--- config.mk ---
export PLATFORM = sky130hd
export DESIGN_NAME = qlsf_ctrl
export DESIGN_NICKNAME = d
export VERILOG_FILES = /design/src/hw/rtl/qlsf_pkg.sv /design/src/hw/rtl/qlsf_ctrl.sv
export VERILOG_INCLUDE_DIRS = /design/src /design/src/hw/rtl
export SDC_FILE = /design/constraint.sdc
export NUM_CORES = 1
export LEC_CHECK = 0
export BUFFER_PORTS_ARGS = -buffer_cell sky130_fd_sc_hd__buf_2
export CAP_MARGIN = 20
export CELL_PAD_IN_SITES_DETAIL_PLACEMENT = 0
export CELL_PAD_IN_SITES_GLOBAL_PLACEMENT = 1
export CORE_MARGIN = 2
export CORE_UTILIZATION = 41
export DETAILED_ROUTE_END_ITERATION = 8
export PLACE_DENSITY_LB_ADDON = 0.08
export SYNTH_ARGS = -nofsm -noshare
export SYNTH_HDL_FRONTEND = slang
export SYNTH_SLANG_ARGS = --single-unit
--- constraint.sdc ---
create_clock -name clk -period 3.4 [get_ports clk]
set_input_delay 0.34 -clock clk [delete_from_list [all_inputs] [get_ports clk]]
set_output_delay 0.34 -clock clk [all_outputs]
set_load 0.03 [all_outputs]
--- src/hw/rtl/quadratic_least_squares_fit_assert.svh ---
// Assertion macros shared by the fit block.
`ifndef QUADRATIC_LEAST_SQUARES_FIT_ASSERT_SVH
`define QUADRATIC_LEAST_SQUARES_FIT_ASSERT_SVH

// Clocked implication, disabled while reset is held.
`define QLSF_ASSERT_IMPLY(lbl, ante, cons, msg) \
  lbl: assert property (@(posedge clk) disable iff (!rst_n) (ante) |-> (cons)) \
    else $error(msg);

// Clocked invariant, disabled while reset is held.
`define QLSF_ASSERT_ALWAYS(lbl, prop, msg) \
  lbl: assert property (@(posedge clk) disable iff (!rst_n) (prop)) else $error(msg);

`endif

--- src/hw/rtl/qlsf_pkg.sv ---
// Package: types, constants and solve program of the quadratic fit block.
`default_nettype none
package qlsf_pkg;

  localparam int W        = 192;
  localparam int IW       = 8;
  localparam int RW       = 5;
  localparam int PCW      = 6;
  localparam int PROG_LEN = 33;
  localparam int NREG     = 20;
  localparam int QSHIFT   = 21;

  localparam logic [63:0] QMAX = {1'b0, {63{1'b1}}};
  localparam logic [63:0] QMIN = {1'b1, 63'd0};

  localparam logic [2:0] LD_LAST = 3'd7;

  localparam logic [RW-1:0] R_N    = 5'd0;
  localparam logic [RW-1:0] R_SX   = 5'd1;
  localparam logic [RW-1:0] R_SXX  = 5'd2;
  localparam logic [RW-1:0] R_SX3  = 5'd3;
  localparam logic [RW-1:0] R_SX4  = 5'd4;
  localparam logic [RW-1:0] R_SY   = 5'd5;
  localparam logic [RW-1:0] R_SYX  = 5'd6;
  localparam logic [RW-1:0] R_SYX2 = 5'd7;
  localparam logic [RW-1:0] R_T0   = 5'd8;
  localparam logic [RW-1:0] R_T1   = 5'd9;
  localparam logic [RW-1:0] R_D1   = 5'd10;
  localparam logic [RW-1:0] R_D2   = 5'd11;
  localparam logic [RW-1:0] R_D3   = 5'd12;
  localparam logic [RW-1:0] R_D4   = 5'd13;
  localparam logic [RW-1:0] R_D5   = 5'd14;
  localparam logic [RW-1:0] R_DEN  = 5'd15;
  localparam logic [RW-1:0] R_NA   = 5'd16;
  localparam logic [RW-1:0] R_NB   = 5'd17;
  localparam logic [RW-1:0] R_NC   = 5'd18;
  localparam logic [RW-1:0] R_NDEN = 5'd19;

  localparam logic [RW-1:0] C_A = 5'd0;
  localparam logic [RW-1:0] C_B = 5'd1;
  localparam logic [RW-1:0] C_C = 5'd2;

  typedef enum logic [1:0] {OP_MUL, OP_SUB, OP_DIV} op_t;

  typedef enum logic [2:0] {
    S_ACC, S_DRAIN, S_LOAD, S_FETCH, S_START, S_RUN, S_WB, S_PUB
  } state_t;

  typedef struct packed {
    op_t           op;
    logic [RW-1:0] dst;
    logic [RW-1:0] sa;
    logic [RW-1:0] sb;
    logic          chk;
  } instr_t;

  typedef struct packed {
    logic          in_fire;
    logic          ld_en;
    logic [2:0]    ld_idx;
    logic          clr_sums;
    logic          rd_en;
    logic [RW-1:0] rd_a;
    logic [RW-1:0] rd_b;
    logic          start;
    op_t           op;
    logic          wb_en;
    logic [RW-1:0] wb_dst;
    logic          chk;
    logic          publish;
  } cmd_t;

  typedef struct packed {
    logic pipe_empty;
    logic unit_done;
  } st_t;

  function automatic instr_t mk(op_t op, logic [RW-1:0] d, logic [RW-1:0] a,
                                logic [RW-1:0] b, logic c);
    instr_t i;
    i.op  = op;
    i.dst = d;
    i.sa  = a;
    i.sb  = b;
    i.chk = c;
    return i;
  endfunction

  function automatic instr_t prog_f(logic [PCW-1:0] pc);
    instr_t i;
    unique case (pc)
      6'd0:  i = mk(OP_MUL, R_T0,  R_N,   R_SXX,  1'b0);
      6'd1:  i = mk(OP_MUL, R_T1,  R_SX,  R_SX,   1'b0);
      6'd2:  i = mk(OP_SUB, R_D1,  R_T0,  R_T1,   1'b1);
      6'd3:  i = mk(OP_MUL, R_T0,  R_N,   R_SX3,  1'b0);
      6'd4:  i = mk(OP_MUL, R_T1,  R_SX,  R_SXX,  1'b0);
      6'd5:  i = mk(OP_SUB, R_D2,  R_T0,  R_T1,   1'b0);
      6'd6:  i = mk(OP_MUL, R_T0,  R_N,   R_SX4,  1'b0);
      6'd7:  i = mk(OP_MUL, R_T1,  R_SXX, R_SXX,  1'b0);
      6'd8:  i = mk(OP_SUB, R_D3,  R_T0,  R_T1,   1'b0);
      6'd9:  i = mk(OP_MUL, R_T0,  R_N,   R_SYX,  1'b0);
      6'd10: i = mk(OP_MUL, R_T1,  R_SX,  R_SY,   1'b0);
      6'd11: i = mk(OP_SUB, R_D4,  R_T0,  R_T1,   1'b0);
      6'd12: i = mk(OP_MUL, R_T0,  R_N,   R_SYX2, 1'b0);
      6'd13: i = mk(OP_MUL, R_T1,  R_SXX, R_SY,   1'b0);
      6'd14: i = mk(OP_SUB, R_D5,  R_T0,  R_T1,   1'b0);
      6'd15: i = mk(OP_MUL, R_T0,  R_D1,  R_D3,   1'b0);
      6'd16: i = mk(OP_MUL, R_T1,  R_D2,  R_D2,   1'b0);
      6'd17: i = mk(OP_SUB, R_DEN, R_T0,  R_T1,   1'b1);
      6'd18: i = mk(OP_MUL, R_T0,  R_D1,  R_D5,   1'b0);
      6'd19: i = mk(OP_MUL, R_T1,  R_D2,  R_D4,   1'b0);
      6'd20: i = mk(OP_SUB, R_NA,  R_T0,  R_T1,   1'b0);
      6'd21: i = mk(OP_MUL, R_T0,  R_D3,  R_D4,   1'b0);
      6'd22: i = mk(OP_MUL, R_T1,  R_D2,  R_D5,   1'b0);
      6'd23: i = mk(OP_SUB, R_NB,  R_T0,  R_T1,   1'b0);
      6'd24: i = mk(OP_MUL, R_T0,  R_SY,  R_DEN,  1'b0);
      6'd25: i = mk(OP_MUL, R_T1,  R_SXX, R_NA,   1'b0);
      6'd26: i = mk(OP_SUB, R_NC,  R_T0,  R_T1,   1'b0);
      6'd27: i = mk(OP_MUL, R_T1,  R_SX,  R_NB,   1'b0);
      6'd28: i = mk(OP_SUB, R_NC,  R_NC,  R_T1,   1'b0);
      6'd29: i = mk(OP_MUL, R_NDEN, R_N,  R_DEN,  1'b0);
      6'd30: i = mk(OP_DIV, C_A,   R_NA,  R_DEN,  1'b0);
      6'd31: i = mk(OP_DIV, C_B,   R_NB,  R_DEN,  1'b0);
      6'd32: i = mk(OP_DIV, C_C,   R_NC,  R_NDEN, 1'b0);
      default: i = mk(OP_SUB, R_T0, R_T0, R_T0,   1'b0);
    endcase
    return i;
  endfunction

endpackage
`default_nettype wire

--- src/hw/rtl/qlsf_ctrl.sv ---
// Controller: handshake, load sequence and solve program sequencer.
`default_nettype none
`include "quadratic_least_squares_fit_assert.svh"
module qlsf_ctrl
  import qlsf_pkg::*;
(
  input  wire logic clk,
  input  wire logic rst_n,
  input  wire logic in_tvalid,
  input  wire logic in_tlast,
  output logic      in_tready,
  input  wire logic out_tready,
  output logic      out_tvalid,
  input  wire st_t  st,
  output cmd_t      cmd
);

  state_t         state_r, state_nxt;
  logic [PCW-1:0] pc_r;
  logic [2:0]     ld_r;
  logic           out_valid_r;
  instr_t         ins;
  logic           fire;
  logic           pc_last;

  assign ins     = prog_f(pc_r);
  assign fire    = in_tvalid && in_tready;
  assign pc_last = pc_r == PCW'(PROG_LEN - 1);

  always_comb begin
    state_nxt = state_r;
    unique case (state_r)
      S_ACC:   if (fire && in_tlast) state_nxt = S_DRAIN;
      S_DRAIN: if (st.pipe_empty) state_nxt = S_LOAD;
      S_LOAD:  if (ld_r == LD_LAST) state_nxt = S_FETCH;
      S_FETCH: state_nxt = S_START;
      S_START: state_nxt = S_RUN;
      S_RUN:   if (st.unit_done) state_nxt = S_WB;
      S_WB:    state_nxt = pc_last ? S_PUB : S_FETCH;
      S_PUB:   if (!out_valid_r || out_tready) state_nxt = S_ACC;
      default: state_nxt = S_ACC;
    endcase
  end

  always_comb begin
    in_tready    = state_r == S_ACC;
    out_tvalid   = out_valid_r;
    cmd.in_fire  = fire;
    cmd.ld_en    = state_r == S_LOAD;
    cmd.ld_idx   = ld_r;
    cmd.clr_sums = (state_r == S_LOAD) && (ld_r == LD_LAST);
    cmd.rd_en    = state_r == S_FETCH;
    cmd.rd_a     = ins.sa;
    cmd.rd_b     = ins.sb;
    cmd.start    = state_r == S_START;
    cmd.op       = ins.op;
    cmd.wb_en    = state_r == S_WB;
    cmd.wb_dst   = ins.dst;
    cmd.chk      = ins.chk;
    cmd.publish  = (state_r == S_PUB) && (!out_valid_r || out_tready);
  end

  always_ff @(posedge clk) begin
    if (!rst_n) begin
      state_r     <= S_ACC;
      pc_r        <= '0;
      ld_r        <= '0;
      out_valid_r <= 1'b0;
    end else begin
      state_r <= state_nxt;
      if (state_r == S_LOAD) begin
        ld_r <= ld_r + 1'b1;
      end
      if (state_r == S_WB) begin
        pc_r <= pc_last ? '0 : pc_r + 1'b1;
      end
      if (cmd.publish) begin
        out_valid_r <= 1'b1;
      end else if (out_tready) begin
        out_valid_r <= 1'b0;
      end
    end
  end

  `QLSF_ASSERT_IMPLY(a_wb_after_done, state_r == S_WB, $past(st.unit_done), "writeback without unit done")
  `QLSF_ASSERT_IMPLY(a_load_drained, state_r == S_LOAD, st.pipe_empty, "load while points in flight")
  `QLSF_ASSERT_ALWAYS(a_pc_range, pc_r < PCW'(PROG_LEN), "program counter out of range")

endmodule
`default_nettype wire

==> results.txt, run 1 <==
----------------------------------------------------
[Status]
  Outcome ... completed

[STA]
  Worst max-slew margin expressed relative to the limit ... 50.27%
  Accumulated negative setup slack ... 0 ns
  Final critical path time including I/O delays and setup ... 2.981 ns
  Slew Limit Fails ... 0
  Fmax ... 335.4 MHz
  Number of hold violations in the final report ... 0
  Final worst path period share ... 87.68%
  Clock tree skew after final layout ... 0.009954 ns
  Unrepaired setup endpoints after global routing ... no
  Actual transition at the worst max-transition pin ... 0.7436 ns
  Finish-stage setup viols ... 0

[Drt]
  Detailed-route wire length ... 5.550 mm
  Pre-Repair DR Iteration Count ... 4
  Total number of vias ... just under 2,000
  Residual DRC ... 0
  Wire length per cell ... 15.72 microns
  Antenna viol nets, final ... 0
  Mean number of vias per cell ... 5.623
  Drt initial violations ... 164

[Synth]
  Post-synth cell types ... 62
  Flip-flop cell with the highest count after synthesis ... sky130_fd_sc_hd__dfxtp_1
  Post-synth EDFFs ... 0
  Average instance area after synthesis ... 8.340 sq um
  Largest cells by area after synthesis ... sky130_fd_sc_hd__dfxtp_1 30%, sky130_fd_sc_hd__ha_1 9.8%, sky130_fd_sc_hd__nor2_1 4.2%
  Library cell with the largest summed area after synthesis ... sky130_fd_sc_hd__dfxtp_1
  Most repeated cell in the gate-level netlist after synthesis ... sky130_fd_sc_hd__dfxtp_1
  Synth async-reset ratio ... 0%
  Proportion of netlist area held by the largest area contributor ... 30.37%
  Number of standard cells after synthesis ... 245
  Post-synthesis instance area ... 2043 sq um
  Total nets after synthesis ... about 270
  Warnings, synthesis ... 0
  Most frequent cells after synthesis ... 31 x sky130_fd_sc_hd__dfxtp_1, 23 x sky130_fd_sc_hd__nor2_1, 16 x sky130_fd_sc_hd__ha_1, 16 x sky130_fd_sc_hd__o21ai_0
  #FFs+latches synth ... 31
  Sequential fraction of the synthesis area ... 30.37%

[Power and ir drop]
  LEAKAGE ... 1.057 nW
  Maximum vdd ir drop ... between 0.2 and 0.3 mV
  Power density cells ... 404.2 nW/um^2

[CTS]
  Clock tree root buffer cell ... sky130_fd_sc_hd__clkbuf_8
  Count of H-tree levels built during CTS ... 2
  Clock sink total ... 31
  Register clock-pin slew on the reported worst setup and hold paths ... around 0.07 ns
  Bufs on Longest Clock Path ... 2
  Clock insertion delay at the later pin of the skew report ... roughly 0.28 ns
  Number of buffers inserted during clock tree synthesis ... 5
  Count of buffers added by post-CTS timing repair for setup ... 0
  TritonCTS clock tree ... done

[Global routing]
  Vias in the first global route ... 1,768
  Remaining global-route overflow ... 0
  Global-route wire length before repair ... ~9.0 mm
  Antenna violations before repair ... 0
  Total global-route track usage ... 21.31%
  Largest net degree at the start of global routing ... 16

[Critical path]
  Critical path type ... flip-flop to flip-flop
  Critical-path maximum fanout ... 8
  R2R Path Start ... pc_r[0]
  Required time of the critical path ... about 3.6 ns
  Count of cells along the worst register-to-register path ... 14
  Critical Path Source Type ... flip-flop
  Crit path cell chain ... inv_2 > ha_1 > nand3b_1 > nor3_1 > nor3_1 > a21oi_1 > nor2_2 > inv_1 > ha_1 > inv_1 > nand2_1 > o31ai_1 > nor4_1 > a311oi_1
  Crit-path slowest cell ... sky130_fd_sc_hd__dfxtp_1
  Worst setup slack for register-to-register paths ... about 0.42 ns
  Reg-to-reg critical path endpoint ... ins[9]
  Critical Path Max Stage Delay ... approximately 0.46 ns
  Type of destination of the critical path ... flip-flop
  Worst EP arrival ... roughly 3.2 ns

[Floorplanning]
  X dimension of the die ... 74.60 microns
  Std-Cell Core Area ... approximately 4800 sq um
  Starting utilization of the core area ... between 40% and 50%
  Die area ... 5564 sq um
  Number of cell rows ... 25
  Vertical die dimension ... 74.60 microns
  Top-level port count ... 37

[Placement]
  Count of port buffers added during placement ... 36
  Placement Cell Area ... around 2300 sq um
  Post-detail-place hpwl ... 4.009 mm
  Gpl congestion ... 0.9535

[Final layout]
  Post-route standard cell area excluding fillers ... 2407 sq um
  Number of antenna repair diodes ... 0
  Number of nets in the layout ... 308
  Fill cell count ... 492
  Layout cells sized above 1 ... 24.13%
  Syn-to-layout area delta ... 17.82%

[Min path]
  Hold path endpoint ... out_tvalid
  Hold WC Path Type ... input pin to flip-flop
  Launch point of the worst hold path ... out_tready
  Cell depth of the worst min-delay path ... 4

[Flow run]
  Number of max-cap violations ... 0

----------------------------------------------------
area by class of cell:
cell class | instances | area [sq um] | area share, %
inverters | 18 | 68.82 | 2.859
well taps | 67 | 83.83 | 3.482
repair buffers | 45 | 247.7 | 10.29
multi-input cells | 184 | 1286 | 53.43
clock buffers | 8 | 100.1 | 4.158
flip-flops and latches | 31 | 620.6 | 25.78
power by group:
part,leakage [nW],switching (mW),internal [mW]
Sequential,0.250,0.0146,0.380
Combinational,0.755,0.165,0.0899
Clock,0.0515,0.139,0.185
Total,1.06,0.318,0.655
registers in the layout, summed over array words and instances, names as in the netlist:
signal      cells
ld_r            3
pc_r            6
out_tvalid      1
ins            18
state_r         3
worst max-delay path, delay by kind of cell, from the launching register on:
kind,cells,cell delay (ns)
fa+ha+maj,2,0.56
simple gates,6,0.83
flops,1,0.46
buf+inv,3,0.38
compound gates,3,0.64
metal layers:
layer / global-route usage, % / routed length (microns)
met3: 3.930 / 385
met2: 32.84 / 2474
met4: 6.349 / 69
met1: 30.34 / 2621
met5: 0 / 0
timing repair:
action,4_1_cts,5_1_grt
hold buffers,0,0
endpoints found under the setup margin,0,1
gates resized for setup,0,1
worst max path at each step:
stage	depth (start not counted)	to	start	slack [ns]
finish	14	ins[9]	pc_r[0]	0.42
CTS	14	ins[9]	pc_r[0]	0.35
detailed placement	14	ins[9]	pc_r[0]	0.38
floorplan	14	ins[9]	pc_r[0]	0.70
global placement	14	ins[9]	pc_r[0]	0.44
global route	14	ins[9]	pc_r[0]	0.11
per-stage QoR:
step	worst slack (ns)	power, mW	util (%)	cells	hold WS (ns)
3_5_place_dp	0.3787	0.6591	48.47	345	0.5204
6_report	0.4187	0.9730	50.63	353	0.3868
3_3_place_gp	0.4425	0.6601	48.47	345	0.5050
2_1_floorplan	0.7016	0.6031	-	245	0.5088
4_1_cts	0.3525	0.9827	50.58	353	0.3835
5_1_grt	0.1104	1.027	50.63	353	0.4484
kinds of logic after synthesis:
| family | share of synthesized area [%] |
|---|---|
| xor gates and xnor gates | 2.511 |
| buffers and inverters | 6.797 |
| muxes | 2.572 |
| DFF | 30.37 |
| adders and majority gates | 9.798 |
| AOI/OAI and AO/OA | 27.44 |
| and+or+nand+nor | 20.51 |
cell usage in the layout (no fill, tap or decap), types with 7 or more instances in the layout:
cell type and count:
sky130_fd_sc_hd__buf_2 36, sky130_fd_sc_hd__clkbuf_8 7, sky130_fd_sc_hd__inv_1 13, sky130_fd_sc_hd__buf_4 9, sky130_fd_sc_hd__nor2_1 22, sky130_fd_sc_hd__nand3_1 10, sky130_fd_sc_hd__nor3_1 7, sky130_fd_sc_hd__a21oi_1 13
sky130_fd_sc_hd__dfxtp_1 31, sky130_fd_sc_hd__o21ai_0 16, sky130_fd_sc_hd__nand2_1 12, sky130_fd_sc_hd__ha_1 16
Power figures use the tool's default switching activity.
==> run 2: changes to the inputs <==
Settings changed: BUFFER_PORTS_ARGS -buffer_cell sky130_fd_sc_hd__buf_2 to -buffer_cell sky130_fd_sc_hd__buf_4.
==> run 2 against run 1 <==
Effect of this change:
- power rose by 3.0%
- first-iteration DRC count increased by 4.3%
- worst setup slack got worse by 0.014 ns
- sequential cell count unchanged
- count of clock-buffer cells in the layout is 1 lower
- clock power rose by 3%
- final cell count shrank 0.28%
- sequential share of layout area is 0.89 points lower
- design area up 3.6%
- core utilization up 1.8 points
- sequential power hardly changed
- largest cell class unchanged
==> results.txt, run 2 (same netlist as run 1, synthesis figures left out) <==
----------------------------------------------------
[Status]
  Outcome ... completed

[Critical path]
  Critical path type ... flip-flop to flip-flop
  Required time of the critical path ... 3.60 ns (about the same)
  Worst EP arrival ... 3.20 ns (+0.02 ns)
  Critical Path Source Type ... flip-flop
  Critical-path maximum fanout ... 8 (unchanged)
  Type of destination of the critical path ... flip-flop

[Global routing]
  Total global-route track usage ... 21.53% (+0.22 points)
  Largest net degree at the start of global routing ... 16 (unchanged)
  Vias in the first global route ... 1,840 (+4.1%)
  Antenna violations before repair ... 0 (unchanged)
  Remaining global-route overflow ... 0 (unchanged)
  Global-route wire length before repair ... 8.990 mm (+0.22%)

[STA]
  Unrepaired setup endpoints after global routing ... no
  Finish-stage setup viols ... 0 (unchanged)
  Number of hold violations in the final report ... 0 (unchanged)
  Slew Limit Fails ... 0 (unchanged)
  Final critical path time including I/O delays and setup ... 2.995 ns (+0.01409 ns)
  Clock tree skew after final layout ... 0.01098 ns (+0.001023 ns)
  Accumulated negative setup slack ... 0 ns (unchanged)
  Actual transition at the worst max-transition pin ... 0.7549 ns (+0.01133 ns)
  Fmax ... 333.9 MHz (-0.47%)
  Final worst path period share ... 88.10% (+0.41 points)
  Worst max-slew margin expressed relative to the limit ... 49.51% (-0.76 points)

[Floorplanning]
  Die area ... 5564 sq um (unchanged)
  X dimension of the die ... 74.60 microns (unchanged)
  Starting utilization of the core area ... 42.97% (unchanged)
  Vertical die dimension ... 74.60 microns (unchanged)
  Top-level port count ... 37 (unchanged)
  Std-Cell Core Area ... 4755 sq um (unchanged)
  Number of cell rows ... 25 (unchanged)

[CTS]
  Clock tree root buffer cell ... sky130_fd_sc_hd__clkbuf_8
  Clock sink total ... 31 (unchanged)
  Register clock-pin slew on the reported worst setup and hold paths ... 0.07 ns (about the same)
  Bufs on Longest Clock Path ... 2 (unchanged)
  Count of H-tree levels built during CTS ... 2 (unchanged)
  Post-CTS Hold Fix Bufs ... 0 (unchanged)
  TritonCTS clock tree ... done
  Count of buffers added by post-CTS timing repair for setup ... 0 (unchanged)
  Number of buffers inserted during clock tree synthesis ... 5 (unchanged)
  Clock insertion delay at the later pin of the skew report ... 0.29 ns (about the same)

[Drt]
  Wire length per cell ... 15.87 microns (+0.93%)
  Mean number of vias per cell ... 5.744 (+2.2%)
  Antenna viol nets, final ... 0 (unchanged)
  Drt initial violations ... 171 (+4.3%)
  Pre-Repair DR Iteration Count ... 5 (+1)
  Total number of vias ... 2,022 (+1.9%)
  Residual DRC ... 0 (unchanged)
  Detailed-route wire length ... 5.586 mm (+0.65%)

[Final layout]
  Commonest cells after routing, fill and taps aside ... 44 x sky130_fd_sc_hd__buf_4, 31 x sky130_fd_sc_hd__dfxtp_1, 22 x sky130_fd_sc_hd__nor2_1, 16 x sky130_fd_sc_hd__o21ai_0, 16 x sky130_fd_sc_hd__ha_1
  Number of flip-flops under the largest register name ... 18 (unchanged)
  Most frequent standard cell in the layout excluding fill and tap cells ... sky130_fd_sc_hd__buf_4
  Layout cells sized above 1 ... 24.21% (+0.085 points)
  Syn-to-layout area delta ... 22.05%
  Post-route standard cell area excluding fillers ... 2494 sq um (+3.6%)
  Number of antenna repair diodes ... 0 (unchanged)
  Number of nets in the layout ... 307 (-0.32%)

[Placement]
  Gpl congestion ... 0.9212 (-3.4%)
  Post-detail-place hpwl ... 4.029 mm (+0.49%)
  Placement Cell Area ... 2387 sq um (+3.6%)
  Count of port buffers added during placement ... 36 (unchanged)

[Power and ir drop]
  LEAKAGE ... 1.059 nW (+0.20%)
  Maximum vdd ir drop ... 0.2386 mV (-17%)
  Power density cells ... 401.7 nW/um^2 (-0.61%)

[Flow run]
  Number of max-cap violations ... 0 (unchanged)

[Min path]
  Hold WC Path Type ... input pin to flip-flop

----------------------------------------------------
-- run 2: cell count changes in the layout (fill, tap and decap cells not counted) --
cell                         change
sky130_fd_sc_hd__buf_2          -36
sky130_fd_sc_hd__buf_4          +35
sky130_fd_sc_hd__clkbuf_1        -1
sky130_fd_sc_hd__clkinvlp_4      +1
-- run 2: what timing repair did --
| action | CTS | global route |
|---|---|---|
| endpoints found under the setup margin | 0 | 1 |
| hold endpoints to repair | 0 | 0 |
| resized for setup | 0 | 1 |
-- run 2: layout make-up --
class | instances | area, sq um
clock buffer | 7 | 96.34
fill | 479 | 2261
inverter | 18 | 68.82
sequential | 31 | 620.6
multi-input combinational | 184 | 1286
clock inverter | 1 | 7.507
timing repair buffer | 44 | 330.3
tap | 67 | 83.83
-- run 2: through the flow --
step / hold WS [ns] / cells / util (%) / setup slack, ns / power [mW]
2_1_floorplan: 0.5088 / 245 / - / 0.7016 / 0.6031
3_3_place_gp: 0.5120 / 344 / 50.21 / 0.4172 / 0.6762
3_5_place_dp: 0.5261 / 344 / 50.21 / 0.3307 / 0.6786
4_1_cts: 0.3621 / 352 / 52.39 / 0.3170 / 1.009
5_1_grt: 0.4462 / 352 / 52.45 / 0.09748 / 1.049
6_report: 0.3616 / 352 / 52.45 / 0.4046 / 1.002
-- run 2: worst paths after layout --
path	cells past startpoint	start	slack (ns)	to
worst max-delay path	14	pc_r[0]	0.40	ins[9]
worst min-delay path	4	out_tready	0.36	out_tvalid
worst max register to register	14	pc_r[0]	0.40	ins[9]
worst min register to register	2	ld_r[1]	0.54	ld_r[1]
-- run 2: routing by layer --
layer  global-route usage (%)  routed length (microns)
met1                    28.78                     2551
met2                    32.25                     2455
met3                    5.691                      419
met4                    10.32                      160
met5                        0                        0
-- run 2: report_power, final --
group | total [mW] | switching [mW] | internal, mW
Sequential | 0.395 | 0.0147 | 0.380
Clock | 0.332 | 0.147 | 0.184
Combinational | 0.275 | 0.168 | 0.107
-- run 2: worst max-delay path, cell delays in order (launching register included) --
cell                       delay, ns
sky130_fd_sc_hd__dfxtp_1        0.47
sky130_fd_sc_hd__inv_2          0.13
sky130_fd_sc_hd__ha_1           0.21
sky130_fd_sc_hd__nand3b_1       0.17
sky130_fd_sc_hd__nor3_1         0.09
sky130_fd_sc_hd__nor3_1         0.17
sky130_fd_sc_hd__a21oi_1        0.09
sky130_fd_sc_hd__nor2_2         0.22
sky130_fd_sc_hd__inv_1          0.14
sky130_fd_sc_hd__ha_1           0.35
sky130_fd_sc_hd__inv_1          0.12
sky130_fd_sc_hd__nand2_1        0.08
sky130_fd_sc_hd__o31ai_1        0.30
sky130_fd_sc_hd__nor4_1         0.11
sky130_fd_sc_hd__a311oi_1       0.24
